### src/rtl/mwbs_pkg.sv
`default_nettype none
package mwbs_pkg;

  localparam int unsigned QUEUE_DEPTH = 2;
  localparam int unsigned QUEUE_AW    = $clog2(QUEUE_DEPTH);

  localparam logic [7:0] ST_REALTIME_MIN = 8'hF8;
  localparam logic [7:0] ST_SYSEX_START  = 8'hF0;
  localparam logic [7:0] ST_SYSEX_END    = 8'hF7;
  localparam logic [7:0] ST_MTC_QFRAME   = 8'hF1;
  localparam logic [7:0] ST_SONG_POS     = 8'hF2;
  localparam logic [7:0] ST_SONG_SEL     = 8'hF3;
  localparam logic [3:0] HI_NOTE_OFF     = 4'h8;
  localparam logic [3:0] HI_NOTE_ON      = 4'h9;
  localparam logic [3:0] HI_POLY_PRESS   = 4'hA;
  localparam logic [3:0] HI_CTRL_CHANGE  = 4'hB;
  localparam logic [3:0] HI_PROG_CHANGE  = 4'hC;
  localparam logic [3:0] HI_CHAN_PRESS   = 4'hD;
  localparam logic [3:0] HI_PITCH_BEND   = 4'hE;
  localparam logic [3:0] HI_SYSTEM       = 4'hF;

  // One queued word and the index of the last byte to send from it.
  typedef struct packed {
    logic [31:0] word;
    logic [1:0]  last_idx;
  } entry_t;

  // Head of the queue as seen by the byte sender.
  typedef struct packed {
    logic   valid;
    entry_t entry;
  } head_t;

  // Index of the last byte of a non-sysex message, from its status byte.
  function automatic logic [1:0] status_last_idx(input logic [7:0] st);
    logic [1:0] idx;
    idx = 2'd0;
    unique case (st[7:4])
      HI_NOTE_OFF, HI_NOTE_ON, HI_POLY_PRESS, HI_CTRL_CHANGE, HI_PITCH_BEND: idx = 2'd2;
      HI_PROG_CHANGE, HI_CHAN_PRESS: idx = 2'd1;
      HI_SYSTEM: begin
        if (st == ST_MTC_QFRAME || st == ST_SONG_SEL) begin
          idx = 2'd1;
        end else if (st == ST_SONG_POS) begin
          idx = 2'd2;
        end else begin
          idx = 2'd0;
        end
      end
      default: idx = 2'd0;
    endcase
    return idx;
  endfunction

endpackage
`default_nettype wire

### src/rtl/mwbs_front.sv
`default_nettype none
module mwbs_front (
  input  wire logic            clk,
  input  wire logic            rst_n,
  input  wire logic            in_tvalid,
  output logic                 in_tready,
  input  wire logic [31:0]     in_tdata,
  input  wire logic            queue_full,
  output logic                 push,
  output mwbs_pkg::entry_t     push_entry
);

  logic       in_sysex_r;
  logic       in_sysex_nxt;
  logic       enqueue;
  logic [7:0] st;
  logic       accept;

  assign st        = in_tdata[7:0];
  assign in_tready = !queue_full;
  assign accept    = in_tvalid && in_tready;
  assign push      = accept && enqueue;

  always_comb begin
    in_sysex_nxt        = in_sysex_r;
    enqueue             = 1'b1;
    push_entry.word     = in_tdata;
    push_entry.last_idx = 2'd0;
    priority if (st >= mwbs_pkg::ST_REALTIME_MIN) begin
      push_entry.last_idx = 2'd0;
    end else if (in_sysex_r || st == mwbs_pkg::ST_SYSEX_START) begin
      // The run stops after the first end-of-exclusive byte in the word.
      in_sysex_nxt = 1'b0;
      priority if (in_tdata[7:0] == mwbs_pkg::ST_SYSEX_END) begin
        push_entry.last_idx = 2'd0;
      end else if (in_tdata[15:8] == mwbs_pkg::ST_SYSEX_END) begin
        push_entry.last_idx = 2'd1;
      end else if (in_tdata[23:16] == mwbs_pkg::ST_SYSEX_END) begin
        push_entry.last_idx = 2'd2;
      end else if (in_tdata[31:24] == mwbs_pkg::ST_SYSEX_END) begin
        push_entry.last_idx = 2'd3;
      end else begin
        push_entry.last_idx = 2'd3;
        in_sysex_nxt        = 1'b1;
      end
    end else if (st == 8'h00) begin
      enqueue = 1'b0;
    end else begin
      push_entry.last_idx = mwbs_pkg::status_last_idx(st);
    end
  end

  always_ff @(posedge clk) begin
    if (!rst_n) begin
      in_sysex_r <= 1'b0;
    end else if (accept) begin
      in_sysex_r <= in_sysex_nxt;
    end
  end

endmodule
`default_nettype wire

### src/rtl/mwbs_queue.sv
`default_nettype none
module mwbs_queue (
  input  wire logic              clk,
  input  wire logic              rst_n,
  input  wire logic              push,
  input  wire mwbs_pkg::entry_t  push_entry,
  output logic                   full,
  input  wire logic              pop,
  output mwbs_pkg::head_t        head
);

  mwbs_pkg::entry_t                 slot_r [mwbs_pkg::QUEUE_DEPTH];
  logic [mwbs_pkg::QUEUE_AW-1:0]    wr_ptr_r;
  logic [mwbs_pkg::QUEUE_AW-1:0]    rd_ptr_r;
  logic [mwbs_pkg::QUEUE_AW:0]      count_r;
  logic [mwbs_pkg::QUEUE_AW:0]      count_nxt;

  assign full        = (count_r == (mwbs_pkg::QUEUE_AW+1)'(mwbs_pkg::QUEUE_DEPTH));
  assign head.valid  = (count_r != '0);
  assign head.entry  = slot_r[rd_ptr_r];

  always_comb begin
    count_nxt = count_r;
    if (push && !pop) begin
      count_nxt = count_r + 1'b1;
    end else if (pop && !push) begin
      count_nxt = count_r - 1'b1;
    end
  end

  always_ff @(posedge clk) begin
    if (push) begin
      slot_r[wr_ptr_r] <= push_entry;
    end
  end

  always_ff @(posedge clk) begin
    if (!rst_n) begin
      wr_ptr_r <= '0;
      rd_ptr_r <= '0;
      count_r  <= '0;
    end else begin
      if (push) begin
        wr_ptr_r <= wr_ptr_r + 1'b1;
      end
      if (pop) begin
        rd_ptr_r <= rd_ptr_r + 1'b1;
      end
      count_r <= count_nxt;
    end
  end

endmodule
`default_nettype wire

### src/rtl/mwbs_back.sv
`default_nettype none
module mwbs_back (
  input  wire logic              clk,
  input  wire logic              rst_n,
  input  wire mwbs_pkg::head_t   head,
  output logic                   pop,
  output logic                   out_tvalid,
  input  wire logic              out_tready,
  output logic [7:0]             out_tdata,
  output logic                   out_tlast
);

  logic [1:0] idx_r;
  logic       out_tvalid_r;
  logic [7:0] out_tdata_r;
  logic       out_tlast_r;
  logic       load;
  logic       is_last;
  logic [7:0] cur_byte;

  assign out_tvalid = out_tvalid_r;
  assign out_tdata  = out_tdata_r;
  assign out_tlast  = out_tlast_r;

  // The output register takes a new byte when empty or being drained.
  assign load     = head.valid && (!out_tvalid_r || out_tready);
  assign is_last  = (idx_r == head.entry.last_idx);
  assign pop      = load && is_last;
  assign cur_byte = head.entry.word[{idx_r, 3'b000} +: 8];

  always_ff @(posedge clk) begin
    if (load) begin
      out_tdata_r <= cur_byte;
      out_tlast_r <= is_last;
    end
  end

  always_ff @(posedge clk) begin
    if (!rst_n) begin
      idx_r        <= 2'd0;
      out_tvalid_r <= 1'b0;
    end else begin
      if (load) begin
        out_tvalid_r <= 1'b1;
        idx_r        <= is_last ? 2'd0 : idx_r + 2'd1;
      end else if (out_tready) begin
        out_tvalid_r <= 1'b0;
      end
    end
  end

endmodule
`default_nettype wire

### src/rtl/midi_word_to_byte_stream_top.sv
`default_nettype none
// Channel   Direction  Ports                       Payload
// in_*      slave      tvalid tready tdata[31:0]   message_word
// out_*     master     tvalid tready tdata[7:0]    data_byte, tlast = last_of_run
//
// The classifier is combinational, and each word yields 0 to 4 bytes, which the byte
// sender sends one byte per cycle while out_tready allows it, through a single-byte
// output register.
// A two-entry queue between classifier and sender lets input and output stall apart.
// Reset (rst_n low, synchronous) empties the queue and clears the sysex flag.
module midi_word_to_byte_stream_top (
  input  wire logic        clk,
  input  wire logic        rst_n,
  input  wire logic        in_tvalid,
  output logic             in_tready,
  input  wire logic [31:0] in_tdata,   // [31:0] message_word
  output logic             out_tvalid,
  input  wire logic        out_tready,
  output logic [7:0]       out_tdata,  // [7:0] data_byte
  output logic             out_tlast
);

  logic              queue_full;
  logic              push;
  logic              pop;
  mwbs_pkg::entry_t  push_entry;
  mwbs_pkg::head_t   head;

  mwbs_front u_front (
    .clk        (clk),
    .rst_n      (rst_n),
    .in_tvalid  (in_tvalid),
    .in_tready  (in_tready),
    .in_tdata   (in_tdata),
    .queue_full (queue_full),
    .push       (push),
    .push_entry (push_entry)
  );

  mwbs_queue u_queue (
    .clk        (clk),
    .rst_n      (rst_n),
    .push       (push),
    .push_entry (push_entry),
    .full       (queue_full),
    .pop        (pop),
    .head       (head)
  );

  mwbs_back u_back (
    .clk        (clk),
    .rst_n      (rst_n),
    .head       (head),
    .pop        (pop),
    .out_tvalid (out_tvalid),
    .out_tready (out_tready),
    .out_tdata  (out_tdata),
    .out_tlast  (out_tlast)
  );

endmodule
`default_nettype wire
### config.mk
export PLATFORM = sky130hd
export DESIGN_NAME = midi_word_to_byte_stream_top
export DESIGN_NICKNAME = d
export VERILOG_FILES = /design/src/rtl/mwbs_pkg.sv /design/src/rtl/mwbs_front.sv /design/src/rtl/mwbs_queue.sv /design/src/rtl/mwbs_back.sv /design/src/rtl/midi_word_to_byte_stream_top.sv
export SDC_FILE = /design/constraint.sdc
export NUM_CORES = 1
export LEC_CHECK = 0
export ABC_AREA = 1
export BUFFER_PORTS_ARGS = -buffer_cell sky130_fd_sc_hd__buf_4
export CORE_AREA = 3 3 114 116
export CTS_BUF_LIST = sky130_fd_sc_hd__clkbuf_4
export CTS_CLUSTER_DIAMETER = 150
export DETAILED_ROUTE_END_ITERATION = 8
export DIE_AREA = 0 0 117 119
export HOLD_SLACK_MARGIN = 0.06
export SYNTH_ARGS = -nofsm -noshare
export SYNTH_HDL_FRONTEND = slang
export SYNTH_HIERARCHICAL = 1
export SYNTH_SLANG_ARGS = --single-unit
### constraint.sdc
create_clock -name clk -period 3.05 [get_ports clk]
set_clock_uncertainty 0.15 [all_clocks]
set_input_delay 0 -clock clk [delete_from_list [all_inputs] [get_ports clk]]
set_output_delay 0 -clock clk [all_outputs]
set_load 0.02 [all_outputs]
==> results.sh <==
export IMPL_status="complete, no violations"
export IMPL_fmax_mhz=386
export IMPL_synthTopCellsByArea="edfxtp_1, mux2_4, buf_4"
export IMPL_cts_root_buffer="clkbuf_4"
export IMPL_syn2layout_area_growth_pct=17.3
export IMPL_synth_top_area_share_pct=55.5
export IMPL_place_hpwl_mm=5.37
export IMPL_path_buf_inv=5
export IMPL_wire_per_inst_um=14.5
export IMPL_track_usage_pct=11.9
export IMPL_htree_levels=3
export IMPL_path_cells="inv_1 -> nand2_1 -> inv_1 -> a21oi_2 -> buf_4 -> nand3_2 -> nand2_2 -> dlygate4sd3_1 -> nor2_1 -> dlygate4sd3_1"
export IMPL_cp_top_family="buffers and inverters"
export IMPL_finalNonFillerCells=548
export IMPL_crit_type="reg2reg"
export IMPL_cap_violations=0
export IMPL_nNetsFinal=433
export IMPL_dp_cells=495
export IMPL_clock_latency_ns=0.42
export IMPL_synth_top_area_cell="edfxtp_1"
export IMPL_setup_viol=0
export IMPL_gp_congestion=0.773
export IMPL_routed_wirelength_mm=7.95
export IMPL_cp_arrival_ns=2.76
export IMPL_drc=0
export IMPL_cpPeakStageDelay_ns=0.58
export IMPL_worst_slew_pin_slew_ns=0.490
export IMPL_power_leakage_nw=1.97
export IMPL_drt_initial_drc_count=106
export IMPL_netlist_cell_type_count=30
export IMPL_clock_path_buffers=2
export IMPL_coreArea_mm2=0.0120
export IMPL_synth_seq_cells=86
export IMPL_rows=40
export IMPL_worst_setup_path_end_kind="flip-flop"
export IMPL_fin_tns_setup_ns=0
export IMPL_finalCritPeriodShare_pct=85.0
export IMPL_drt_pass1_iterations=4
export IMPL_finalMaxSlewViolations=0
export IMPL_slowest_stage="dlygate4sd3_1"
export IMPL_drtAntennaViolNets=0
export IMPL_rsz0062_at_grt="false"
export IMPL_fillers=1131
export IMPL_ctsHoldBuffers=37
export IMPL_slew_limit_headroom_pct=67.4
export IMPL_insertedDiodeCount=0
export IMPL_cts_tree="yes"
export IMPL_synth_warnings=6
export IMPL_dieArea_mm2=0.0139
export IMPL_die_h_um=119
export IMPL_start_util_pct=34.7
export IMPL_cts_repair_resized=0
export IMPL_syn_area_mm2=0.00416
export IMPL_grt_first_pass_wirelength_mm=12.8
export IMPL_syn_nets=373
export IMPL_critPathRequiredTime_ns=3.22
export IMPL_antenna_found_initial=0
export IMPL_clk_pin_slew_ns=0.13
export IMPL_vias=2458
export IMPL_viasPerCell=4.49
export IMPL_avgSynthCellArea_um2=12.4
export IMPL_regArea_mm2=0.00249
export IMPL_finalHoldViolations=0
export IMPL_clkSinkCount=86
export IMPL_power_density_mw_per_mm2=723
export IMPL_post_route_min_period_ns=2.59
export IMPL_ios=47
export IMPL_cts_setup_buffers=0
export IMPL_layout_drive_gt1_share_pct=30.7
export IMPL_grt_max_degree=35
export IMPL_overflow=0
export IMPL_synth_cells=336
export IMPL_ys_seq_area_share_pct=59.9
export IMPL_multi_input_area_mm2=0.00120
export IMPL_startpoint_type="flip-flop"
export IMPL_io_buffer_count=46
export IMPL_die_width_um=117
export IMPL_grt_pass1_vias=2602
export IMPL_ir_drop_mv=0.263
export IMPL_crit_fanout=10
export IMPL_cts_buffers=9
export IMPL_hold_class="in2reg"
==> where the power goes <==
part | switching [mW] | total (mW) | internal [mW] | leakage (nW)
Sequential | 0.109 | 1.69 | 1.58 | 0.796
Combinational | 0.654 | 1.21 | 0.558 | 1.10
Clock | 0.369 | 0.633 | 0.264 | 0.0743
Total | 1.13 | 3.53 | 2.40 | 1.97
==> kinds of logic after synthesis <==
family	Yosys count	share of synthesized area [%]
compound gates	33	4.69
buf+inv	70	11.4
simple gates	112	11.9
flops	86	59.9
mux	34	11.9
fa+ha+maj	1	0.301
==> layout make-up <==
class | instances | area share, %
Sequential cell | 86 | 51.1
Multi-Input combinational cell | 180 | 24.6
Timing Repair Buffer | 89 | 15.6
Tap cell | 147 | 3.77
Inverter | 30 | 2.31
Clock buffer | 11 | 1.69
Clock inverter | 5 | 1.05
==> cell usage after synthesis (all sizes together) <==
cell     n
ha       1
nor4     1
o21ai   20
o22ai    8
nand4    3
nor2    45
edfxtp  77
nand2   57
a21boi   1
a21oi    4
dfxtp    9
mux2    34
buf     40
nand3    6
inv     30
==> metrics by stage <==
step	power, mW	utilization [%]	hold slack, ns	worst slack (ns)	area, um2
2_1_floorplan	2.62	-	-0.0293	0.300	4160
3_3_place_gp	2.87	36.5	0.0459	1.05	4380
3_5_place_dp	2.89	36.5	0.0472	1.01	4380
4_1_cts	3.57	40.7	0.118	0.517	4880
5_1_grt	3.75	40.7	0.117	0.297	4880
6_report	3.53	40.7	0.152	0.459	4880
==> registers in the layout, indices dropped and copies added (netlist names), named ones only <==
signal and cells:
u_back/out_tdata 8, u_front/in_sysex_r 1, u_back/idx_r 2, u_queue/rd_ptr_r 1, u_back/out_tvalid 1, u_queue/count_r 2
u_queue/wr_ptr_r 1, u_queue/slot_r 68, u_back/out_tlast 1
==> path summary, 6_finish.rpt <==
path | to | cells after the start | slack [ns] | start
worst min-delay path | u_queue/slot_r[0][16] | 2 | 0.15 | in_tdata[14]
worst min register to register | u_queue/rd_ptr_r | 2 | 0.36 | u_queue/rd_ptr_r
worst max register to register | u_back/idx_r[0] | 10 | 0.46 | u_queue/count_r[0]
worst max-delay path | u_back/idx_r[0] | 10 | 0.46 | u_queue/count_r[0]
==> layer usage <==
layer	part of all wire (%)	track usage, %
met4	1.6	4.66
met2	51	21.3
met3	3.2	2.34
met5	0	0
met1	44	13.8
==> placed cells by master, fill, tap and decap left out, types with 2 or more instances in the layout <==
master,count
mux2_4,30
o21ai_0,17
clkinv_2,2
nand2_2,4
nand4_1,2
nor2_2,3
nand3_1,5
dfxtp_1,8
nor2_1,39
dlygate4sd3_1,37
buf_4,52
inv_1,26
a21oi_1,2
mux2_2,4
o22ai_1,7
inv_2,4
o21ai_1,2
nor2_4,3
nand2_1,52
clkbuf_4,11
edfxtp_1,77
a21oi_2,2
No activity file was read; power rests on OpenSTA's default activity.
